--- config.mk ---
export PLATFORM = sky130hd
export DESIGN_NAME = color_blob_tracker
export DESIGN_NICKNAME = d
export VERILOG_FILES = /design/src/sv/cbt_pkg.sv /design/src/sv/color_blob_tracker.sv /design/src/sv/cbt_div.sv /design/src/sv/cbt_dp.sv /design/src/sv/cbt_ctrl.sv
export VERILOG_INCLUDE_DIRS = /design/src /design/src/sv
export SDC_FILE = /design/constraint.sdc
export NUM_CORES = 2
export LEC_CHECK = 0
export ABC_CLOCK_PERIOD_IN_PS = 6500
export BUFFER_PORTS_ARGS = -buffer_cell sky130_fd_sc_hd__buf_2
export CORE_UTILIZATION = 50
export DETAILED_ROUTE_END_ITERATION = 6
export HOLD_SLACK_MARGIN = 0.03
export PLACE_DENSITY_LB_ADDON = 0.12
export SETUP_SLACK_MARGIN = 0.2
export SYNTH_ARGS = -nofsm -noshare
export SYNTH_HDL_FRONTEND = slang
export SYNTH_SLANG_ARGS = --single-unit
--- constraint.sdc ---
create_clock -name clock -period 6.5 [get_ports clock]
set_clock_uncertainty 0.05 [all_clocks]
set_input_delay 1.3 -clock clock [delete_from_list [all_inputs] [get_ports clock]]
set_output_delay 1.3 -clock clock [all_outputs]
set_load 0.03 [all_outputs]
--- src/sv/color_blob_tracker_defines.svh ---
// Assertion macros for the color blob tracker.
// Included by the modules that carry concurrent assertions; no other dependencies.
`ifndef COLOR_BLOB_TRACKER_DEFINES_SVH
`define COLOR_BLOB_TRACKER_DEFINES_SVH
`ifndef SYNTHESIS
`define CBT_ASSERT_IMP(label, clk, rst, ante, cons) \
   label: assert property (@(posedge clk) disable iff (rst) (ante) |-> (cons)) \
      else $error("color blob tracker assertion failed");
`define CBT_ASSERT_NXT(label, clk, rst, ante, cons) \
   label: assert property (@(posedge clk) disable iff (rst) (ante) |=> (cons)) \
      else $error("color blob tracker assertion failed");
`else
`define CBT_ASSERT_IMP(label, clk, rst, ante, cons)
`define CBT_ASSERT_NXT(label, clk, rst, ante, cons)
`endif
`endif

--- src/sv/cbt_pkg.sv ---
// Shared widths, codes and control types for the color blob tracker.
// No dependencies; imported by every module of the block.
package cbt_pkg;

   localparam int PIX_W      = 8;
   localparam int POS_W      = 10;
   localparam int HIT_W      = 21;
   localparam int SUM_W      = 31;
   localparam int AREA_W     = 2 * POS_W;
   localparam int DENS_W     = 12;
   localparam int SEL_W      = 2;
   localparam int CSR_ADDR_W = 3;
   localparam int CSR_DATA_W = 8;

   localparam int REQ_DATA_W = 3 * PIX_W;
   localparam int RSP_FIELD_W = HIT_W + 6 * POS_W + DENS_W;
   localparam int RSP_DATA_W = ((RSP_FIELD_W + 7) / 8) * 8;
   localparam int RSP_PAD_W  = RSP_DATA_W - RSP_FIELD_W;

   localparam int POS_MAX_INT  = (1 << POS_W) - 1;
   localparam int DEF_MAX_COLS = 1024;
   localparam int DEF_MAX_ROWS = 1024;
   localparam int DENS_SCALE   = 1000;

   localparam logic [POS_W-1:0]  POS_MAX  = '1;
   localparam logic [HIT_W-1:0]  HIT_MAX  = '1;
   localparam logic [SUM_W-1:0]  SUM_MAX  = '1;
   localparam logic [DENS_W-1:0] DENS_MAX = '1;

   localparam int DIV_STEPS = SUM_W;
   localparam int DIV_CNT_W = $clog2(DIV_STEPS + 1);

   localparam logic [CSR_ADDR_W-1:0] REG_LOWER0 = 3'd0;
   localparam logic [CSR_ADDR_W-1:0] REG_UPPER0 = 3'd1;
   localparam logic [CSR_ADDR_W-1:0] REG_LOWER1 = 3'd2;
   localparam logic [CSR_ADDR_W-1:0] REG_UPPER1 = 3'd3;
   localparam logic [CSR_ADDR_W-1:0] REG_LOWER2 = 3'd4;
   localparam logic [CSR_ADDR_W-1:0] REG_UPPER2 = 3'd5;
   localparam logic [CSR_ADDR_W-1:0] REG_CHSEL  = 3'd6;

   localparam logic [1:0] CHSEL_ALL = 2'd3;

   localparam logic [SEL_W-1:0] SEL_CX   = 2'd0;
   localparam logic [SEL_W-1:0] SEL_CY   = 2'd1;
   localparam logic [SEL_W-1:0] SEL_DENS = 2'd2;

   typedef struct packed {
      logic             accept;
      logic             snap;
      logic             prod;
      logic             div_start;
      logic [SEL_W-1:0] div_sel;
      logic             div_store;
      logic             load_out;
   } cmd_type;

   typedef struct packed {
      logic div_done;
      logic out_free;
   } sts_type;

endpackage

--- src/sv/color_blob_tracker.sv ---
// Color blob tracker: pixels in raster order, one result per frame.
// Request channel: req_tdata = pix_ch0, pix_ch1, pix_ch2; req_tuser = row end;
// req_tlast = frame end. Result channel: rsp_tuser = bounds_ok; rsp_tdata =
// match count, box, centroid and fill density. The user must write registers
// through csr_we / csr_addr / csr_wdata only while no frame is in flight; the
// block itself does not enforce this. Within a frame req_tready stays high, so
// a frame streams at one pixel per clock. After the frame-end pixel, req_tready
// stays low while S_PROD forms the area and count products, the shared
// one-bit-per-cycle divider runs three divisions (column mean, row mean,
// density) and the result is loaded into the output register, which raises
// rsp_tvalid. If the receiver stalls, the result waits in the output register
// while the next frame streams in; at the end of that frame the block holds
// req_tready low until the output register can be reloaded.
// Synchronous reset clears the accumulators and the position counters, drops
// rsp_tvalid and restores the bounds to 0..255 with all channels tested.
module color_blob_tracker #(
   parameter int MAX_COLS = cbt_pkg::DEF_MAX_COLS,
   parameter int MAX_ROWS = cbt_pkg::DEF_MAX_ROWS
) (
   input  logic                           clock,
   input  logic                           reset,
   input  logic                           csr_we,
   input  logic [cbt_pkg::CSR_ADDR_W-1:0] csr_addr,
   input  logic [cbt_pkg::CSR_DATA_W-1:0] csr_wdata,
   input  logic                           req_tvalid,
   output logic                           req_tready,
   // pix_ch0 [7:0], pix_ch1 [15:8], pix_ch2 [23:16]
   input  logic [cbt_pkg::REQ_DATA_W-1:0] req_tdata,
   // row_end [0]
   input  logic                           req_tuser,
   input  logic                           req_tlast,
   output logic                           rsp_tvalid,
   input  logic                           rsp_tready,
   // match_count [20:0], box_x_min [30:21], box_y_min [40:31],
   // box_x_max [50:41], box_y_max [60:51], center_x [70:61],
   // center_y [80:71], fill_density [92:81], zero [95:93]
   output logic [cbt_pkg::RSP_DATA_W-1:0] rsp_tdata,
   // bounds_ok [0]
   output logic                           rsp_tuser
);
   import cbt_pkg::*;

   cmd_type cmd;
   sts_type sts;

   cbt_ctrl u_ctrl (
      .clock      (clock),
      .reset      (reset),
      .req_tvalid (req_tvalid),
      .req_tlast  (req_tlast),
      .req_tready (req_tready),
      .sts        (sts),
      .cmd        (cmd)
   );

   cbt_dp #(
      .MAX_COLS (MAX_COLS),
      .MAX_ROWS (MAX_ROWS)
   ) u_dp (
      .clock      (clock),
      .reset      (reset),
      .csr_we     (csr_we),
      .csr_addr   (csr_addr),
      .csr_wdata  (csr_wdata),
      .req_tdata  (req_tdata),
      .req_tuser  (req_tuser),
      .cmd        (cmd),
      .sts        (sts),
      .rsp_tvalid (rsp_tvalid),
      .rsp_tready (rsp_tready),
      .rsp_tdata  (rsp_tdata),
      .rsp_tuser  (rsp_tuser)
   );

endmodule

--- src/sv/cbt_div.sv ---
// Radix-2 restoring divider, one quotient bit per cycle.
// Depends on cbt_pkg and the assertion macros in color_blob_tracker_defines.svh.
`include "color_blob_tracker_defines.svh"
module cbt_div (
   input  logic                      clock,
   input  logic                      reset,
   input  logic                      start,
   input  logic [cbt_pkg::SUM_W-1:0] dividend,
   input  logic [cbt_pkg::HIT_W-1:0] divisor,
   output logic                      done,
   output logic [cbt_pkg::SUM_W-1:0] quotient
);
   import cbt_pkg::*;

   logic                 busy_ff, busy_in;
   logic                 done_ff, done_in;
   logic [DIV_CNT_W-1:0] cnt_ff, cnt_in;
   logic [HIT_W-1:0]     rem_ff, rem_in;
   logic [SUM_W-1:0]     quo_ff, quo_in;
   logic [HIT_W-1:0]     dvs_ff, dvs_in;
   logic [HIT_W:0]       trial;

   assign trial = {rem_ff, quo_ff[SUM_W-1]};

   always_comb begin
      busy_in = busy_ff;
      done_in = 1'b0;
      cnt_in  = cnt_ff;
      rem_in  = rem_ff;
      quo_in  = quo_ff;
      dvs_in  = dvs_ff;
      if (start) begin
         busy_in = 1'b1;
         cnt_in  = DIV_CNT_W'(DIV_STEPS);
         rem_in  = '0;
         quo_in  = dividend;
         dvs_in  = divisor;
      end else if (busy_ff) begin
         if (trial >= {1'b0, dvs_ff}) begin
            rem_in = HIT_W'(trial - {1'b0, dvs_ff});
            quo_in = {quo_ff[SUM_W-2:0], 1'b1};
         end else begin
            rem_in = trial[HIT_W-1:0];
            quo_in = {quo_ff[SUM_W-2:0], 1'b0};
         end
         cnt_in = cnt_ff - 1'b1;
         if (cnt_ff == DIV_CNT_W'(1)) begin
            busy_in = 1'b0;
            done_in = 1'b1;
         end
      end
   end

   always_ff @(posedge clock) begin
      if (reset) begin
         busy_ff <= 1'b0;
         done_ff <= 1'b0;
         cnt_ff  <= '0;
      end else begin
         busy_ff <= busy_in;
         done_ff <= done_in;
         cnt_ff  <= cnt_in;
      end
      rem_ff <= rem_in;
      quo_ff <= quo_in;
      dvs_ff <= dvs_in;
   end

   assign done     = done_ff;
   assign quotient = quo_ff;

   `CBT_ASSERT_IMP(a_div_done_idle, clock, reset, done_ff, !busy_ff)

endmodule

--- src/sv/cbt_dp.sv ---
// Datapath of the color blob tracker: bound registers, pixel test, frame
// accumulators, frame snapshot, products, divider and result register.
// Depends on cbt_pkg and cbt_div.
module cbt_dp #(
   parameter int MAX_COLS = cbt_pkg::DEF_MAX_COLS,
   parameter int MAX_ROWS = cbt_pkg::DEF_MAX_ROWS
) (
   input  logic                           clock,
   input  logic                           reset,
   input  logic                           csr_we,
   input  logic [cbt_pkg::CSR_ADDR_W-1:0] csr_addr,
   input  logic [cbt_pkg::CSR_DATA_W-1:0] csr_wdata,
   input  logic [cbt_pkg::REQ_DATA_W-1:0] req_tdata,
   input  logic                           req_tuser,
   input  cbt_pkg::cmd_type               cmd,
   output cbt_pkg::sts_type               sts,
   output logic                           rsp_tvalid,
   input  logic                           rsp_tready,
   output logic [cbt_pkg::RSP_DATA_W-1:0] rsp_tdata,
   output logic                           rsp_tuser
);
   import cbt_pkg::*;

   localparam logic [POS_W-1:0] COL_LIMIT =
      POS_W'((MAX_COLS - 1 > POS_MAX_INT) ? POS_MAX_INT : MAX_COLS - 1);
   localparam logic [POS_W-1:0] ROW_LIMIT =
      POS_W'((MAX_ROWS - 1 > POS_MAX_INT) ? POS_MAX_INT : MAX_ROWS - 1);

   logic [PIX_W-1:0] lo_ff [3];
   logic [PIX_W-1:0] hi_ff [3];
   logic [1:0]       chsel_ff;

   logic [PIX_W-1:0] pix [3];
   logic [2:0]       ch_ok;
   logic             good;
   logic             bounds_ok;

   logic [POS_W-1:0] col_ff, col_in;
   logic [POS_W-1:0] row_ff, row_in;
   logic [HIT_W-1:0] hit_ff, hit_in;
   logic [POS_W-1:0] xmin_ff, xmin_in;
   logic [POS_W-1:0] ymin_ff, ymin_in;
   logic [POS_W-1:0] xmax_ff, xmax_in;
   logic [POS_W-1:0] ymax_ff, ymax_in;
   logic [SUM_W-1:0] sumc_ff, sumc_in;
   logic [SUM_W-1:0] sumr_ff, sumr_in;
   logic [SUM_W:0]   sumc_raw, sumr_raw;

   logic             snap_ok_ff;
   logic [HIT_W-1:0] snap_hit_ff;
   logic [POS_W-1:0] snap_xmin_ff, snap_ymin_ff, snap_xmax_ff, snap_ymax_ff;
   logic [SUM_W-1:0] snap_sumc_ff, snap_sumr_ff;

   logic [POS_W-1:0]  dx, dy;
   logic [AREA_W-1:0] area_ff;
   logic [SUM_W-1:0]  num_ff;

   logic [SUM_W-1:0]  div_dividend;
   logic [HIT_W-1:0]  div_divisor;
   logic              div_done;
   logic [SUM_W-1:0]  div_quo;

   logic [POS_W-1:0]  cx_ff, cy_ff;
   logic [DENS_W-1:0] dens_ff;

   logic                  rsp_valid_ff;
   logic [RSP_DATA_W-1:0] rsp_data_ff;
   logic                  rsp_user_ff;

   assign pix[0] = req_tdata[PIX_W-1:0];
   assign pix[1] = req_tdata[2*PIX_W-1:PIX_W];
   assign pix[2] = req_tdata[3*PIX_W-1:2*PIX_W];

   always_comb begin
      for (int i = 0; i < 3; i++) begin
         ch_ok[i] = (pix[i] >= lo_ff[i]) && (pix[i] <= hi_ff[i]);
      end
      good = (chsel_ff == CHSEL_ALL) ? (&ch_ok) : ch_ok[chsel_ff];
      bounds_ok = (lo_ff[0] <= hi_ff[0]) && (lo_ff[1] <= hi_ff[1]) &&
                  (lo_ff[2] <= hi_ff[2]);
   end

   always_comb begin
      sumc_raw = {1'b0, sumc_ff} + (SUM_W + 1)'(col_ff);
      sumr_raw = {1'b0, sumr_ff} + (SUM_W + 1)'(row_ff);
      hit_in  = hit_ff;
      xmin_in = xmin_ff;
      ymin_in = ymin_ff;
      xmax_in = xmax_ff;
      ymax_in = ymax_ff;
      sumc_in = sumc_ff;
      sumr_in = sumr_ff;
      if (good) begin
         hit_in  = (hit_ff == HIT_MAX) ? hit_ff : hit_ff + 1'b1;
         xmin_in = (col_ff < xmin_ff) ? col_ff : xmin_ff;
         ymin_in = (row_ff < ymin_ff) ? row_ff : ymin_ff;
         xmax_in = (col_ff > xmax_ff) ? col_ff : xmax_ff;
         ymax_in = (row_ff > ymax_ff) ? row_ff : ymax_ff;
         sumc_in = sumc_raw[SUM_W] ? SUM_MAX : sumc_raw[SUM_W-1:0];
         sumr_in = sumr_raw[SUM_W] ? SUM_MAX : sumr_raw[SUM_W-1:0];
      end
      col_in = col_ff;
      row_in = row_ff;
      if (req_tuser) begin
         col_in = '0;
         if (row_ff < ROW_LIMIT) begin
            row_in = row_ff + 1'b1;
         end
      end else if (col_ff < COL_LIMIT) begin
         col_in = col_ff + 1'b1;
      end
   end

   always_ff @(posedge clock) begin
      if (reset) begin
         for (int i = 0; i < 3; i++) begin
            lo_ff[i] <= '0;
            hi_ff[i] <= '1;
         end
         chsel_ff <= CHSEL_ALL;
      end else if (csr_we) begin
         unique case (csr_addr)
            REG_LOWER0: lo_ff[0] <= csr_wdata;
            REG_UPPER0: hi_ff[0] <= csr_wdata;
            REG_LOWER1: lo_ff[1] <= csr_wdata;
            REG_UPPER1: hi_ff[1] <= csr_wdata;
            REG_LOWER2: lo_ff[2] <= csr_wdata;
            REG_UPPER2: hi_ff[2] <= csr_wdata;
            REG_CHSEL:  chsel_ff <= csr_wdata[1:0];
            default: begin
            end
         endcase
      end
   end

   always_ff @(posedge clock) begin
      if (reset || cmd.snap) begin
         col_ff  <= '0;
         row_ff  <= '0;
         hit_ff  <= '0;
         xmin_ff <= POS_MAX;
         ymin_ff <= POS_MAX;
         xmax_ff <= '0;
         ymax_ff <= '0;
         sumc_ff <= '0;
         sumr_ff <= '0;
      end else if (cmd.accept) begin
         col_ff  <= col_in;
         row_ff  <= row_in;
         hit_ff  <= hit_in;
         xmin_ff <= xmin_in;
         ymin_ff <= ymin_in;
         xmax_ff <= xmax_in;
         ymax_ff <= ymax_in;
         sumc_ff <= sumc_in;
         sumr_ff <= sumr_in;
      end
   end

   always_ff @(posedge clock) begin
      if (cmd.snap) begin
         snap_ok_ff   <= bounds_ok;
         snap_hit_ff  <= hit_in;
         snap_xmin_ff <= xmin_in;
         snap_ymin_ff <= ymin_in;
         snap_xmax_ff <= xmax_in;
         snap_ymax_ff <= ymax_in;
         snap_sumc_ff <= sumc_in;
         snap_sumr_ff <= sumr_in;
      end
   end

   assign dx = (snap_xmax_ff >= snap_xmin_ff) ? snap_xmax_ff - snap_xmin_ff : '0;
   assign dy = (snap_ymax_ff >= snap_ymin_ff) ? snap_ymax_ff - snap_ymin_ff : '0;

   always_ff @(posedge clock) begin
      if (cmd.prod) begin
         area_ff <= AREA_W'(dx) * AREA_W'(dy);
         num_ff  <= SUM_W'(snap_hit_ff) * SUM_W'(DENS_SCALE);
      end
   end

   always_comb begin
      case (cmd.div_sel)
         SEL_CX: begin
            div_dividend = snap_sumc_ff;
            div_divisor  = snap_hit_ff;
         end
         SEL_CY: begin
            div_dividend = snap_sumr_ff;
            div_divisor  = snap_hit_ff;
         end
         default: begin
            div_dividend = num_ff;
            div_divisor  = HIT_W'(area_ff);
         end
      endcase
   end

   cbt_div u_div (
      .clock    (clock),
      .reset    (reset),
      .start    (cmd.div_start),
      .dividend (div_dividend),
      .divisor  (div_divisor),
      .done     (div_done),
      .quotient (div_quo)
   );

   always_ff @(posedge clock) begin
      if (cmd.div_store) begin
         case (cmd.div_sel)
            SEL_CX: cx_ff <= (|div_quo[SUM_W-1:POS_W]) ? POS_MAX : div_quo[POS_W-1:0];
            SEL_CY: cy_ff <= (|div_quo[SUM_W-1:POS_W]) ? POS_MAX : div_quo[POS_W-1:0];
            default: begin
               dens_ff <= (|div_quo[SUM_W-1:DENS_W]) ? DENS_MAX : div_quo[DENS_W-1:0];
            end
         endcase
      end
   end

   always_ff @(posedge clock) begin
      if (reset) begin
         rsp_valid_ff <= 1'b0;
      end else if (cmd.load_out) begin
         rsp_valid_ff <= 1'b1;
      end else if (rsp_tready) begin
         rsp_valid_ff <= 1'b0;
      end
   end

   always_ff @(posedge clock) begin
      if (cmd.load_out) begin
         rsp_user_ff <= snap_ok_ff;
         if (snap_ok_ff) begin
            rsp_data_ff <= {
               {RSP_PAD_W{1'b0}},
               ((snap_hit_ff != '0) && (area_ff != '0)) ? dens_ff : {DENS_W{1'b0}},
               (snap_hit_ff != '0) ? cy_ff : {POS_W{1'b0}},
               (snap_hit_ff != '0) ? cx_ff : {POS_W{1'b0}},
               snap_ymax_ff, snap_xmax_ff, snap_ymin_ff, snap_xmin_ff, snap_hit_ff
            };
         end else begin
            rsp_data_ff <= '0;
         end
      end
   end

   assign sts.div_done = div_done;
   assign sts.out_free = !rsp_valid_ff || rsp_tready;
   assign rsp_tvalid   = rsp_valid_ff;
   assign rsp_tdata    = rsp_data_ff;
   assign rsp_tuser    = rsp_user_ff;

endmodule

--- src/sv/cbt_ctrl.sv ---
// Controller of the color blob tracker: pixel acceptance and the frame-end
// sequence of products, three divisions and result load. Depends on cbt_pkg.
`include "color_blob_tracker_defines.svh"
module cbt_ctrl (
   input  logic             clock,
   input  logic             reset,
   input  logic             req_tvalid,
   input  logic             req_tlast,
   output logic             req_tready,
   input  cbt_pkg::sts_type sts,
   output cbt_pkg::cmd_type cmd
);
   import cbt_pkg::*;

   localparam logic [2:0] S_ACCUM     = 3'd0;
   localparam logic [2:0] S_PROD      = 3'd1;
   localparam logic [2:0] S_DIV_START = 3'd2;
   localparam logic [2:0] S_DIV_WAIT  = 3'd3;
   localparam logic [2:0] S_OUT       = 3'd4;

   logic [2:0]       state_ff, state_in;
   logic [SEL_W-1:0] sel_ff, sel_in;
   logic             accept;

   assign req_tready = (state_ff == S_ACCUM);
   assign accept     = req_tvalid && req_tready;

   always_comb begin
      state_in = state_ff;
      sel_in   = sel_ff;
      unique case (state_ff)
         S_ACCUM: begin
            if (accept && req_tlast) begin
               state_in = S_PROD;
            end
         end
         S_PROD: begin
            sel_in   = SEL_CX;
            state_in = S_DIV_START;
         end
         S_DIV_START: begin
            state_in = S_DIV_WAIT;
         end
         S_DIV_WAIT: begin
            if (sts.div_done) begin
               if (sel_ff == SEL_DENS) begin
                  state_in = S_OUT;
               end else begin
                  sel_in   = sel_ff + 1'b1;
                  state_in = S_DIV_START;
               end
            end
         end
         S_OUT: begin
            if (sts.out_free) begin
               state_in = S_ACCUM;
            end
         end
         default: begin
            state_in = S_ACCUM;
         end
      endcase
   end

   always_ff @(posedge clock) begin
      if (reset) begin
         state_ff <= S_ACCUM;
         sel_ff   <= SEL_CX;
      end else begin
         state_ff <= state_in;
         sel_ff   <= sel_in;
      end
   end

   assign cmd.accept    = accept;
   assign cmd.snap      = accept && req_tlast;
   assign cmd.prod      = (state_ff == S_PROD);
   assign cmd.div_start = (state_ff == S_DIV_START);
   assign cmd.div_sel   = sel_ff;
   assign cmd.div_store = (state_ff == S_DIV_WAIT) && sts.div_done;
   assign cmd.load_out  = (state_ff == S_OUT) && sts.out_free;

   `CBT_ASSERT_NXT(a_frame_end_stalls, clock, reset, accept && req_tlast, !req_tready)
   `CBT_ASSERT_IMP(a_done_in_wait, clock, reset, sts.div_done, state_ff == S_DIV_WAIT)
   `CBT_ASSERT_NXT(a_out_held, clock, reset, (state_ff == S_OUT) && !sts.out_free, state_ff == S_OUT)

endmodule

# == Yosys cells after proc, flatten, opt, wreduce, memory -nomap -nowiden ==
# Memory sizes are Yosys's and may differ from the RTL's.
# Cells that the tools add are included.
# word_totals
ff_bits,532
memories,2
mem_bits_ro,0
latch_bits,0
ramBits,48
# classes
add_sub_neg,10
n_div,0
magnitude_cmp,19
multipliers,2
n_reduce_logical,37
shifts,0
eq_ne,19
n_mux,76
bitwise,8
# mem_list
memory,words,width,rd,rd_clocked_by_memory_dff,wr,line_no,text
u_dp.hi_ff,3,8,3,0,3,cbt_dp.sv:30,logic [PIX_W-1:0] hi_ff [3];
u_dp.lo_ff,3,8,3,0,3,cbt_dp.sv:29,logic [PIX_W-1:0] lo_ff [3];
# op_table
op,count
$mux W31,6
$mux W10,13
$add A31 B10 Y32,2
$mux W21,3
$pmux W31 S2,1
$le A8 B8 Y1,6
$mux W8,6
$mux W1,35
$mul A21 B7 Y28 const B,1
$ge A8 B8 Y1,3
$ge A22 B21 Y1,1
$add A21 B1 Y21 const B,1
$eq A21 B21 Y1 const B,1
$reduce_bool A21 Y1,1
$reduce_or A21 Y1,1
$sub A21 B21 Y21,1
$add A10 B1 Y10 const B,2
$ge A10 B10 Y1,2
$gt A10 B10 Y1,2
$lt A10 B10 Y1,2
$lt A10 B10 Y1 const B,2
$mul A10 B10 Y20,1
$mux W20,1
$reduce_bool A20 Y1,1
31 further kinds,76

# == Logic depth before layout (Yosys ltp) ==
# An unclocked memory read counts as a cell.
# logic_depth
word_depth,7
ltp_mapped,35
depth_no_buf,33

# == By module ==
# From an unflattened synthesis, not the netlist that was laid out.
# unflattened
hier_cells,3432
hier_area_um2,35989.5
# modules_own_cells
module,seq_area_each_um2,cells_each,area_per_inst_um2,n_inst
cbt_dp,13312.8,3018,31468.9,1
cbt_div,2122.0,379,4237.8,1
cbt_ctrl,100.1,35,282.8,1

# == Worst setup path after synthesis ==
# No wires, ideal clock.
# synth_path
path_type,flip-flop to flip-flop
startpoint,register u_dp.snap_ymin_ff[0]
endpoint,register u_dp.area_ff[18] (data pin)
arrival_time_ns,6.833
synth_period_minus_slack_ns,7.140
slack_ns,-0.640
path_stages_with_launch,31
t_required_ns,6.192
setup_ns,0.258
cell_sequence,edfxtp_1 -> ha_1 -> inv_1 -> fa_1 -> a21oi_1 -> nor2_1 -> nor2_1 -> o22ai_1 -> nor2_1 -> o21ai_0 -> a21oi_1 -> nor3_1 -> nand3_1 -> fa_1 -> inv_1 -> fa_1 -> inv_1 -> fa_1 -> inv_1 -> fa_1 -> inv_1 -> fa_1 -> inv_1 -> ha_1 -> or3_1 -> o21ai_0 -> a21oi_1 -> o41ai_1 -> o2111ai_1 -> a21oi_1 -> xnor2_1
# synth_via
elab_chain_cells,3
# synth_lines
element,line_no,text
"start, declared",cbt_dp.sv:51,"logic [POS_W-1:0] snap_xmin_ff, snap_ymin_ff, snap_xmax_ff, snap_ymax_ff;"
"start signal, assigned",cbt_dp.sv:165,snap_ymin_ff <= ymin_in;
$sub A10 B10 Y10 or $ge A10 B10 Y1 (tied branches),cbt_dp.sv:174,assign dy = (snap_ymax_ff >= snap_ymin_ff) ? snap_ymax_ff - snap_ymin_ff : '0;
$mux W10 (*),cbt_dp.sv:174,
$mul A10 B10 Y20 (*),cbt_dp.sv:178,area_ff <= AREA_W'(dx) * AREA_W'(dy);
"end signal, assigned",cbt_dp.sv:178,
"end, declared",cbt_dp.sv:55,logic [AREA_W-1:0] area_ff;
# Mark *: on every way between the ends. The rest lies on a longest branch, timed or not.
# A chain may end at the register's enable or synchronous reset.

# == Worst setup path in the final report ==
# layout_path
startpoint,register u_dp.snap_xmax_ff[0]
endpoint,register u_dp.area_ff[19] (data pin)
# layout_via
elab_chain_cells,3
# layout_lines
element,line_no,text
"start, declared",cbt_dp.sv:51,
"start signal, assigned",cbt_dp.sv:166,snap_xmax_ff <= xmax_in;
$sub A10 B10 Y10 or $ge A10 B10 Y1 (tied branches),cbt_dp.sv:173,assign dx = (snap_xmax_ff >= snap_xmin_ff) ? snap_xmax_ff - snap_xmin_ff : '0;
$mux W10 (*),cbt_dp.sv:173,
$mul A10 B10 Y20 (*),cbt_dp.sv:178,
# Marked as above.

==> results.ini <==
[run_status]
status=complete, but fails checks
violations=setup timing

[timing]
fmax_ghz=0.1469
finalCritPeriodShare=1.047
finalHoldViolCount=0
tightest_slew_ps=1060
relSlewSlack=0.2875
slew_violations=0
holdWs_ps=441.2
setup_viol=5
setup_ws_ps=-308.5
rsz0062_at_grt=yes
finalCriticalPeriod_ps=6809

[worst_setup_path]
endpoint=u_dp.area_ff[19]$_DFFE_PP_
r2r_start=u_dp.snap_xmax_ff[0]$_DFFE_PP_
critical-path-top-delay-family=adder cells
cp-startpoint=u_dp.snap_xmax_ff[0]$_DFFE_PP_
cp.required_ps=6800
critical_path_depth=33
worst_setup_path_end_kind=flop
worst-path-buf-inv=8
startpoint_type=flop
timing.rr.end=u_dp.area_ff[19]$_DFFE_PP_
r2r_slack_ps=-310
reg2reg_depth=33
max_stage_delay_ps=520
crit_path_top_delay_cell=fa_1
crit_type=reg -> reg
worstPathMaxFanout=4
arrival_ps=7110
cpMostUsedCell=fa_1

[clock_network]
clkLatencyLatePin_ps=610
cts_tree=yes
h-tree-depth=3
cts.sinks=577
cts.path.max_buffers=3
numCtsBuffers=68
clkTransAtPathRegs_ps=60
cts_root_buf=clkbuf_16

[power_and_ir_drop]
pwr-share-seq=0.419
power_leakage_uw=0.01721
power_frac_comb=0.194
peakVddDrop_uv=275.4
switching_share=0.2775
p_switching_uw=2849
intPower_uw=7418
power_frac_clock=0.387
power_density_nw_per_um2=249.6

[drt]
vias=26340
via_per_inst=5.603
wl_um=89300
dr.pass1.iters=5
wl_per_cell_um=19.00
ant_nets=0
drt_iter0_drc=1681
drc=0

[logic_synthesis]
synth_top_cell_area_share=0.3362
syn_area_per_cell_um2=10.32
yosys_register_bits=577
syn_area_um2=35540
synthFlopType=edfxtp_1
ys.warnings.count=0
ys_async_sr_fraction=0
synth_cell_types=88
synthTopCellsByArea=edfxtp_1, ha_1, dfxtp_1
syn_inst=3444
synth_seq_area_share=0.4371
yosysTopAreaCell=edfxtp_1
synth_edf_count=398

[global_routing]
grt_pass1_vias=26020
grt_pass1_wl_um=140300
grt-ovfl-total=0
antenna_found_initial=1
grt_max_degree=85
grtUsageTotal=0.2483

[final_layout]
final_util=0.5863
final_cell_mix=edfxtp_1, nand2_1, ha_1, inv_1, nor2_1
diodes=0
fillCellCount=6001
drive_gt1_frac=0.1585
multi_input_area_um2=18720
seq_area_um2=15530
layout.nets=4196
finalInstanceArea_um2=41130
layout_commonest_cell=edfxtp_1
area_delta_synth_final_pct=15.71

[floorplan]
chipWidth_um=268.6
pin_count=141
fp.coreArea_um2=70150
die-area_um2=72160
rows=97
start_util=0.5067
die_h_um=268.6

[place]
dpl_cell_area_um2=38240
io_buffers=137
routabilityCongestion=0.8706
dp_hpwl_um=66850

[flow_run]
maxCapViolCount=0

[worst_hold_path]
hold_class=reg -> reg
worstHoldStart=u_dp.xmax_ff[4]$_SDFFE_PP0P_

layer usage:
metal,vias to the layer above,GRT usage,wire length (µm)
met1,12850,0.3319,39530
met3,142,0.02959,3543
li1,12760,-,-
met2,586,0.4200,43880
met5,-,0,0
met4,0,0.07970,2353
worst min path at each step:
stage	end	slack, ps	cells after the start
after floorplan	u_dp.u_div.rem_ff[20]$_SDFFE_PP0P_	400	2
after global placement	u_dp.u_div.rem_ff[20]$_SDFFE_PP0P_	410	2
after detailed placement	u_dp.u_div.rem_ff[20]$_SDFFE_PP0P_	430	2
after CTS	u_dp.u_div.rem_ff[20]$_SDFFE_PP0P_	440	2
after global routing	u_dp.u_div.rem_ff[20]$_SDFFE_PP0P_	460	2
final	u_dp.xmax_ff[4]$_SDFFE_PP0P_	440	2
sequential cells by signal (all words and copies together), names as in the netlist, 12 cells and up:
signal	count
u_dp.sumc_ff	31
u_dp.u_div.quotient	31
u_dp.lo_ff	24
u_dp.snap_sumc_ff	31
u_dp.area_ff	20
u_dp.u_div.rem_ff	21
u_dp.sumr_ff	31
u_dp.snap_sumr_ff	31
u_dp.num_ff	28
u_dp.u_div.dvs_ff	21
u_dp.dens_ff	12
u_dp.rsp_tdata	93
u_dp.snap_hit_ff	21
u_dp.hit_ff	21
u_dp.hi_ff	24
worst min-delay path, delay by kind of cell, from the launching register on:
family             cells  cell delay [ps]
AOI/OAI and AO/OA      2              130
DFF                    1              310
logic make-up (layout without fill, tap and decap cells):
group,after synthesis,count (layout),synth area share
buf+inv,452,766,0.04956
flops,577,577,0.4371
simple gates,1081,1081,0.1495
compound gates,684,684,0.1246
fa+ha+maj,448,448,0.1875
xor+xnor,157,157,0.03869
other cells,1,3,0.0001055
mux,44,44,0.01299
Yosys cell counts, drive strengths merged (9+ instances only):
library cell and number:
nand2b 36, xor2 51, a211oi 20, and2 110
o211ai 27, nand3 83, nand4 62, o31ai 22
a21o 51, ha 307, nand2 311, a21oi 157
nor2b 29, mux2 17, a22oi 30, o21bai 10
mux2i 27, a31o 9, o21a 33, edfxtp 398
or3 26, a311oi 10, nor3 63, a221oi 10
dfxtp 179, a31oi 68, o22ai 12, o21ai 166
nor4 25, xnor2 106, and3 50, or2 17
fa 141, clkbuf 106, nor2 247, buf 40
inv 306
power by group through the flow:
| stage | registers, µW | logic (µW) | clock network [µW] |
|---|---|---|---|
| global route | 4320 | 2230 | 4180 |
| finish | 4300 | 1990 | 3970 |
| floorplan | 4330 | 1480 | 0 |
| CTS | 4300 | 1990 | 4050 |
| global placement | 4370 | 1920 | 0 |
| detailed placement | 4380 | 1950 | 0 |
final cells by class:
| class | instances | share of cell area |
|---|---|---|
| inverters | 306 | 0.02793 |
| well taps | 940 | 0.02860 |
| repair buffers | 336 | 0.05403 |
| clock inverters | 38 | 0.01138 |
| clock buffers | 86 | 0.04524 |
| flip-flops and latches | 577 | 0.3777 |
| multi-input cells | 2417 | 0.4551 |
per-stage QoR:
step	TNS [ps]	worst slack [ps]	cells	power (µW)
2_1_floorplan	-73.76	-53.72	3446	5813
3_5_place_dp	-2178	-528.9	4541	6331
4_1_cts	-626.6	-184.4	4692	10350
6_report	-1163	-308.5	4700	10270
3_3_place_gp	-1402	-333.5	4541	6294
5_1_grt	-3481	-642.8	4700	10730
repair_timing:
item | 4_1_cts | 5_1_grt
setup endpoints to repair | 10 | 13
hold buffers | 0 | 0
pin swaps | 40 | 19
gates resized for setup | 52 | 19
setup buffers | 27 | 7
Note: power is estimated with default switching activity, not from simulation.
